$ cat src/hw/rtl/stg_pkg.sv
// Shared constants and types for the stepper tone generator.
`timescale 1ns / 1ps
`default_nettype none

package stg_pkg;

   // Field widths
   localparam int ModeWidth     = 2;
   localparam int KeyWidth      = 8;
   localparam int PosWidth      = 8;
   localparam int PeriodWidth   = 31;
   localparam int LimitWidth    = 8;
   localparam int CsrIndexWidth = 1;
   localparam int ReqDataWidth  = 8;
   localparam int RspDataWidth  = 48;
   localparam int RspUsedWidth  = 1 + 1 + PosWidth + PeriodWidth + 1;

   typedef logic [PeriodWidth-1:0] period_type;
   typedef logic [PosWidth-1:0]    pos_type;

   // Register reset values
   localparam logic [LimitWidth-1:0] UpperLimitReset = 8'd153;
   localparam logic [LimitWidth-1:0] LowerLimitReset = 8'd10;

   // Register indexes
   localparam logic [CsrIndexWidth-1:0] CsrUpperLimit = 1'd0;
   localparam logic [CsrIndexWidth-1:0] CsrLowerLimit = 1'd1;

   // Item kinds carried on req_tuser
   localparam logic [ModeWidth-1:0] ModeTick = 2'd0;
   localparam logic [ModeWidth-1:0] ModeKey  = 2'd1;
   localparam logic [ModeWidth-1:0] ModePlay = 2'd2;

   // Period limits
   localparam period_type PeriodMax  = {PeriodWidth{1'b1}};
   localparam period_type PeriodHalf = period_type'(1) << (PeriodWidth - 1);

   // Note periods in ticks
   localparam period_type NoteA = 31'd2249;
   localparam period_type NoteS = 31'd2003;
   localparam period_type NoteD = 31'd1785;
   localparam period_type NoteF = 31'd1685;
   localparam period_type NoteG = 31'd1498;
   localparam period_type NoteH = 31'd1336;
   localparam period_type NoteJ = 31'd1191;
   localparam period_type NoteK = 31'd1124;
   localparam period_type PowerZero = 31'd1024;

   // ASCII key codes
   localparam logic [KeyWidth-1:0] KeyA     = 8'h61;
   localparam logic [KeyWidth-1:0] KeyS     = 8'h73;
   localparam logic [KeyWidth-1:0] KeyD     = 8'h64;
   localparam logic [KeyWidth-1:0] KeyF     = 8'h66;
   localparam logic [KeyWidth-1:0] KeyG     = 8'h67;
   localparam logic [KeyWidth-1:0] KeyH     = 8'h68;
   localparam logic [KeyWidth-1:0] KeyJ     = 8'h6A;
   localparam logic [KeyWidth-1:0] KeyK     = 8'h6B;
   localparam logic [KeyWidth-1:0] KeyZ     = 8'h7A;
   localparam logic [KeyWidth-1:0] KeyX     = 8'h78;
   localparam logic [KeyWidth-1:0] KeySlash = 8'h2F;
   localparam logic [KeyWidth-1:0] KeyC     = 8'h63;
   localparam logic [KeyWidth-1:0] KeyStar  = 8'h2A;
   localparam logic [KeyWidth-1:0] KeyV     = 8'h76;
   localparam logic [KeyWidth-1:0] KeyPlus  = 8'h2B;
   localparam logic [KeyWidth-1:0] KeyEqual = 8'h3D;
   localparam logic [KeyWidth-1:0] KeyB     = 8'h62;
   localparam logic [KeyWidth-1:0] KeyMinus = 8'h2D;
   localparam logic [KeyWidth-1:0] KeyZero  = 8'h30;
   localparam logic [KeyWidth-1:0] KeyOne   = 8'h31;
   localparam logic [KeyWidth-1:0] KeyNine  = 8'h39;

endpackage

`default_nettype wire

$ cat src/hw/rtl/stepper_tone_generator_top.sv
// Stepper tone generator: tick counter, key decoder and head sweep in one stage.
//
// Each input word is a timer tick, a key command or a play-button event, and
// every word produces exactly one result word: the step and direction lines,
// the head position, the tone period and the play flag after that word. The
// block takes one word per clock cycle unless the result register stalls it:
// the counter increment, the period compare, the key decode and the position
// update all settle combinationally between the state registers and the result
// register. The result register lets a new word in whenever the held result is
// taken in the same cycle or none is held. The user writes the limits through
// the csr_ port while the block is idle; the block itself does not enforce it.
`timescale 1ns / 1ps
`default_nettype none

module stepper_tone_generator_top
   import stg_pkg::*;
(
   input  wire logic                     clock,
   input  wire logic                     reset,
   // Input words
   input  wire logic                     req_tvalid,
   output      logic                     req_tready,
   input  wire logic [ReqDataWidth-1:0]  req_tdata,  // key_code[7:0]
   input  wire logic [ModeWidth-1:0]     req_tuser,  // mode[1:0]
   // Result words
   output      logic                     rsp_tvalid,
   input  wire logic                     rsp_tready,
   // step_level[0], dir_level[1], position[9:2], period_now[40:10],
   // playing[41], zero fill[47:42]
   output      logic [RspDataWidth-1:0]  rsp_tdata,
   // Register writes
   input  wire logic                     csr_we,
   input  wire logic [CsrIndexWidth-1:0] csr_index,
   input  wire logic [LimitWidth-1:0]    csr_wdata
);

   logic                  req_accept;
   logic [LimitWidth-1:0] upper_limit_ff;
   logic [LimitWidth-1:0] lower_limit_ff;
   period_type            tone_period_ff, tone_period_in;
   period_type            tick_count_ff,  tick_count_in;
   pos_type               head_pos_ff,    head_pos_in;
   logic                  moving_down_ff, moving_down_in;
   logic                  pulse_level_ff, pulse_level_in;
   logic                  play_enable_ff, play_enable_in;
   logic                  rsp_valid_ff;
   logic [RspUsedWidth-1:0] rsp_data_ff;

   period_type            tick_next;
   period_type            key_period;
   logic                  tick_live;
   logic                  do_step;
   logic                  turn_down;
   logic [3:0]            digit;

   assign req_tready = !rsp_valid_ff || rsp_tready;
   assign req_accept = req_tvalid && req_tready;

   // Limit registers
   always_ff @(posedge clock) begin
      if (reset) begin
         upper_limit_ff <= UpperLimitReset;
         lower_limit_ff <= LowerLimitReset;
      end else if (csr_we) begin
         unique case (csr_index)
            CsrUpperLimit: upper_limit_ff <= csr_wdata;
            CsrLowerLimit: lower_limit_ff <= csr_wdata;
            default: ;
         endcase
      end
   end

   // Tick counter and step decision
   assign tick_live = (req_tuser == ModeTick) && play_enable_ff && (tone_period_ff != '0);
   assign tick_next = tick_count_ff + period_type'(1);
   assign do_step   = tick_live && (tone_period_ff <= tick_next);

   // Key decoder: the new period for a key word
   assign digit = 4'(req_tdata - KeyZero);

   always_comb begin
      key_period = tone_period_ff;
      unique case (req_tdata)
         KeyA: key_period = NoteA;
         KeyS: key_period = NoteS;
         KeyD: key_period = NoteD;
         KeyF: key_period = NoteF;
         KeyG: key_period = NoteG;
         KeyH: key_period = NoteH;
         KeyJ: key_period = NoteJ;
         KeyK: key_period = NoteK;
         KeyZ: key_period = PeriodMax;
         KeyX, KeySlash: begin
            key_period = (tone_period_ff == '0) ? period_type'(1) : (tone_period_ff >> 1);
         end
         KeyC, KeyStar: begin
            key_period = (tone_period_ff >= PeriodHalf) ? PeriodMax : (tone_period_ff << 1);
         end
         KeyV, KeyPlus, KeyEqual: begin
            if (tone_period_ff != PeriodMax) key_period = tone_period_ff + period_type'(1);
         end
         KeyB, KeyMinus: begin
            if (tone_period_ff != '0) key_period = tone_period_ff - period_type'(1);
         end
         KeyZero: key_period = PowerZero;
         default: begin
            if (req_tdata >= KeyOne && req_tdata <= KeyNine) begin
               key_period = period_type'(1) << digit;
            end
         end
      endcase
   end

   // Next state for the accepted word
   assign turn_down = head_pos_ff >= upper_limit_ff;

   always_comb begin
      tone_period_in = tone_period_ff;
      tick_count_in  = tick_count_ff;
      head_pos_in    = head_pos_ff;
      moving_down_in = moving_down_ff;
      pulse_level_in = pulse_level_ff;
      play_enable_in = play_enable_ff;
      priority if (req_tuser == ModeTick) begin
         if (tick_live) tick_count_in = tick_next;
         if (do_step) begin
            tick_count_in = '0;
            if (turn_down) moving_down_in = 1'b1;
            else if (head_pos_ff <= lower_limit_ff) moving_down_in = 1'b0;
            head_pos_in    = moving_down_in ? head_pos_ff - pos_type'(1)
                                            : head_pos_ff + pos_type'(1);
            pulse_level_in = !pulse_level_ff;
         end
      end else if (req_tuser == ModeKey) begin
         tone_period_in = key_period;
      end else if (req_tuser == ModePlay) begin
         play_enable_in = !play_enable_ff;
      end else begin
         // The unused mode leaves every state register as it is.
      end
   end

   // State registers
   always_ff @(posedge clock) begin
      if (reset) begin
         tone_period_ff <= '0;
         tick_count_ff  <= '0;
         head_pos_ff    <= '0;
         moving_down_ff <= 1'b0;
         pulse_level_ff <= 1'b0;
         play_enable_ff <= 1'b1;
      end else if (req_accept) begin
         tone_period_ff <= tone_period_in;
         tick_count_ff  <= tick_count_in;
         head_pos_ff    <= head_pos_in;
         moving_down_ff <= moving_down_in;
         pulse_level_ff <= pulse_level_in;
         play_enable_ff <= play_enable_in;
      end
   end

   // Result register
   always_ff @(posedge clock) begin
      if (reset) begin
         rsp_valid_ff <= 1'b0;
      end else if (req_accept) begin
         rsp_valid_ff <= 1'b1;
      end else if (rsp_tready) begin
         rsp_valid_ff <= 1'b0;
      end
   end

   always_ff @(posedge clock) begin
      if (req_accept) begin
         rsp_data_ff <= {play_enable_in, tone_period_in, head_pos_in,
                         moving_down_in, pulse_level_in};
      end
   end

   assign rsp_tvalid = rsp_valid_ff;
   assign rsp_tdata  = {{(RspDataWidth-RspUsedWidth){1'b0}}, rsp_data_ff};

   // Checks
   a_pos_moves_one: assert property (@(posedge clock) disable iff (reset)
      $past(!reset) |-> (head_pos_ff == $past(head_pos_ff)
                         || head_pos_ff == $past(head_pos_ff) + pos_type'(1)
                         || head_pos_ff == $past(head_pos_ff) - pos_type'(1)))
      else $error("head position jumped by more than one step");

   a_pulse_with_move: assert property (@(posedge clock) disable iff (reset)
      $past(!reset) |-> ((pulse_level_ff != $past(pulse_level_ff))
                         == (head_pos_ff != $past(head_pos_ff))))
      else $error("step line toggled without a head move or the reverse");

   a_play_toggle: assert property (@(posedge clock) disable iff (reset)
      (req_accept && req_tuser == ModePlay) |=> (play_enable_ff != $past(play_enable_ff)))
      else $error("play event did not toggle the play flag");

   a_rsp_from_accept: assert property (@(posedge clock) disable iff (reset)
      $rose(rsp_tvalid) |-> $past(req_accept))
      else $error("result word appeared without an accepted input word");

endmodule

`default_nettype wire
$ cat config.mk
export PLATFORM = sky130hd
export DESIGN_NAME = stepper_tone_generator_top
export DESIGN_NICKNAME = d
export VERILOG_FILES = /design/src/hw/rtl/stg_pkg.sv /design/src/hw/rtl/stepper_tone_generator_top.sv
export SDC_FILE = /design/constraint.sdc
export NUM_CORES = 1
export LEC_CHECK = 0
export BUFFER_PORTS_ARGS = -buffer_cell sky130_fd_sc_hd__buf_2
export CAP_MARGIN = 20
export CORE_ASPECT_RATIO = 0.5
export CORE_MARGIN = 1
export CORE_UTILIZATION = 56
export DETAILED_ROUTE_END_ITERATION = 7
export PLACE_DENSITY = 0.78
export SLEW_MARGIN = 20
export SYNTH_ARGS = -nofsm -noshare
export SYNTH_HDL_FRONTEND = slang
export SYNTH_SLANG_ARGS = --single-unit
$ cat constraint.sdc
create_clock -name clock -period 4.3 [get_ports clock]
set_clock_uncertainty 0.1 [all_clocks]
set_input_delay 0.215 -clock clock [delete_from_list [all_inputs] [get_ports clock]]
set_output_delay 0.215 -clock clock [all_outputs]
set_load 0.02 [all_outputs]
==> metrics <==
data required time of the worst path approximately 4.5 ns; count of port buffers added during placement 67; drt drc 0; total congestion overflow 0; clock input transition at the sequential cells of the worst setup and hold paths 0.06 ns; total of fill cells in the finished design roughly 1500; total number of clock tree sinks 132; net total in the final layout roughly 1400; maximum fanout along the worst path 12; initial antenna violation count 0; reg2reg path depth 19; Slew Viols, Final 0; area of the multi-input gates 0.006586 sq mm; Power Dens Cells roughly 280 mW/mm^2; Place WS -0.09380 ns; final critical-path share of the clock period 96.89%; share of the yosys chip area belonging to registers 30.40%; largest net degree at the start of global routing between 60 and 70; average routed wire per standard cell about 21 um; cell type group with the largest total delay on the critical path simple AND/OR/NAND/NOR gates; final setup violating endpoints 0; final WL roughly 34000 um; total number of vias roughly 11000; measured slew at the worst slew-check pin 1.015 ns; fraction of power spent switching nets between 20% and 30%; CTS buffer count 17; Worst Hold Slack between 0.02 and 0.025 ns; final hold viol count 0; total of warnings raised by yosys 0; CTS root buffer clkbuf_16; Die Span Y a little under 100 um; Routability Congestion slightly below 1; launching element of the worst setup path tick_count_ff[0]; die width 191.7 um; crit path time final 4.166 ns; Clk Latency, worst-skew pair between 0.4 and 0.5 ns; number of synthesized flops with an enable pin 42; max cap viols 0; PnR worst setup slack roughly 0.13 ns; WHS Path Cells 3; storage element area 0.003077 sq mm; CTS H-Tree Depth 4; crit path cell chain ha_4, nand3_2, or3_4, nor2_4, nand2_2, or3_4, xor2_1, ha_1, nand4_1, nor3_1, o21ai_1, o32ai_1, a211oi_2, buf_4, buf_6, o21ai_4, clkbuf_4, mux2i_1, nor2_1; antenna diode count 0; DRT Pass-1 Iters 7; Avg Cell Area, Syn just under 8 sq um; capturing instance or port of the critical path head_pos_ff[3]; type of the most critical hold path input port to flip-flop; share of synthesized registers carrying an async set or reset 0%; Sequential Power Share about two fifths; Leak 4.498 nW; Post-Syn Instances approximately 1300; clock tree from TritonCTS done; detailed-route vias per instance approximately 6.7; synthesized cell area approximately 0.010 sq mm; category of the worst setup path capture point flip-flop; launch instance of the worst min-delay path rsp_tready; delay of the slowest cell on the worst path around 0.39 ns; DP Wirelength 22630 um; source of the worst register-to-register timing path tick_count_ff[0]; CP startpoint kind flip-flop; critical path depth in cells 19; slack of the worst reg-to-reg path approximately 0.13 ns; total of flip-flops plus latches after synthesis approximately 130; I/O Pins 74; worst supply voltage drop on vdd about 0.00026 V; WP buf/inv 3; sw power 0.8932 mW; wire length of the first global-routing pass around 52000 um; Internal Pwr Total between 2 and 2.5 mW; top flip-flop cell by instance count after synthesis dfxtp_1; most used cells in the layout excluding fill and tap cells 128 x nor2_1, 126 x nand2_1, 97 x a21oi_1, 87 x o21ai_0, 81 x dfxtp_1; Max-slew headroom between 30% and 40%; Bufs on Longest Clock Path 2; synth-to-layout area growth 15.46%; critical path's slowest cell or3_4; ratio of cells with drive above 1 in the final layout ~17%; Overall Global Routing Usage 35.88%; initial detailed-routing violation count about 1600; Sum Neg Setup Slack 0 ns; cell repeated most along the worst path or3_4; CP Data Arrival Time between 4 and 5 ns; FP Rows 34; part of the total power dissipated in combinational logic ~13%; WS Path Type flip-flop to flip-flop; Final ANT Viol Nets 0; result of the run complete, no violations; starting utilization of the core area between 50 and 60%; r2r endpoint head_pos_ff[3]; Distinct cells, synth slightly above 80; Die Footprint ~0.019 sq mm; most common library cell in the layout ignoring fill and taps nor2_1; via count of the first global-routing pass between 9000 and 10000; max frequency about 0.24 GHz; core region area between 0.015 and 0.02 sq mm; share of total power in the clock network 46.2%
==> worst min-delay path: stages <==
cell and delay [ns]:
buf_2 0.07, nand2b_1 0.13, a21oi_1 0.08
==> cells in the mapped netlist (all sizes together), types with 5 or more instances <==
| cell | n | area share [%] |
|---|---|---|
| inv | 37 | 1.4 |
| a21o | 13 | 0.97 |
| or4 | 8 | 0.71 |
| a22o | 9 | 0.78 |
| buf | 25 | 1.4 |
| mux2i | 10 | 0.99 |
| o32ai | 11 | 0.96 |
| nand2 | 127 | 4.7 |
| nor2 | 131 | 4.9 |
| o41ai | 5 | 0.43 |
| a32o | 6 | 0.60 |
| xnor2 | 37 | 3.2 |
| a21oi | 97 | 4.8 |
| a22oi | 8 | 0.60 |
| ha | 57 | 7.1 |
| mux2 | 7 | 0.78 |
| o31ai | 13 | 1.2 |
| edfxtp | 42 | 13 |
| or3 | 11 | 0.68 |
| nor3 | 43 | 2.2 |
| nor3b | 10 | 0.79 |
| a211oi | 10 | 0.79 |
| a221oi | 9 | 0.78 |
| nor2b | 12 | 0.75 |
| and4 | 5 | 0.43 |
| o21a | 6 | 0.45 |
| dfxtp | 90 | 18 |
| nand2b | 23 | 1.4 |
| and3 | 18 | 1.1 |
| nand4 | 18 | 1.1 |
| a31oi | 15 | 0.93 |
| nand3b | 11 | 0.82 |
| o221ai | 7 | 0.61 |
| nand3 | 43 | 2.1 |
| o22ai | 9 | 0.56 |
| a2111oi | 7 | 0.86 |
| or2 | 9 | 0.56 |
| clkbuf | 75 | 2.8 |
| o211ai | 18 | 1.3 |
| and2 | 8 | 0.50 |
| nor4 | 26 | 1.7 |
| o21ai | 90 | 4.5 |
| xor2 | 26 | 2.3 |
==> how the worst min path moves through the flow <==
stage	end
global placement	lower_limit_ff[7]
global route	rsp_tvalid
detailed placement	upper_limit_ff[5]
finish	rsp_tvalid
CTS	rsp_tvalid
floorplan	upper_limit_ff[0]
==> cell type report <==
class,count,area share [%]
multi-input combinational,1021,56.61
clock inverter,12,1.097
inverter,37,1.194
tap,234,2.517
sequential,132,26.45
timing repair buffer,142,8.206
clock buffer,20,3.926
==> sequential cells by signal, summed over array words and instances, names as in the netlist <==
register	flops
rsp_tvalid	1
tone_period_ff	31
tick_count_ff	31
pulse_level_ff	1
head_pos_ff	8
lower_limit_ff	8
upper_limit_ff	8
play_enable_ff	1
rsp_data_ff	42
moving_down_ff	1
==> through the flow <==
stage,instances,total power [mW],util [%],area [sq um]
final,1598,3.233,66.54,11630
after global routing,1598,3.331,66.54,11630
after CTS,1590,3.212,65.74,11490
after detailed placement,1549,1.728,61.79,10800
after global placement,1549,1.719,61.76,10800
after floorplan,1289,1.613,-,10120
==> power groups by stage <==
stage	Clock (mW)	Sequential (mW)	Combinational, mW
floorplan	0	1.38	0.229
global placement	0	1.36	0.359
detailed placement	0	1.36	0.366
CTS	1.50	1.34	0.376
global route	1.56	1.34	0.434
finish	1.49	1.34	0.405
==> per-layer routing <==
layer  vias up  GRT usage [%]  wire length (um)
li1       4873              -                 -
met1      4982          48.33             14240
met2       679          54.21             14670
met3       114          9.361              3897
met4         0          14.59              1163
met5         -              0                 0
==> cells by family (layout without fill, tap and decap cells) <==
logic type | count (synthesis) | after routing | synth area share, %
AND/OR/NAND/NOR | 513 | 514 | 25.48
AO/OA/AOI/OAI | 363 | 363 | 23.95
buffers and inverters | 137 | 211 | 5.600
flip-flops | 132 | 132 | 30.40
XOR/XNOR | 63 | 63 | 5.476
adder cells (fa/ha/maj) | 58 | 58 | 7.277
multiplexers | 17 | 17 | 1.776
other | 1 | 6 | 0.03722
==> what timing repair did <==
action,in CTS,in global routing
hold buffers,9,0
gates cloned,0,3
setup endpoints to repair,27,44
pin swaps,1,12
setup buffers,0,5
hold endpoints to repair,17,0
resized for setup,4,28
No activity file was read; power rests on OpenSTA's default activity.
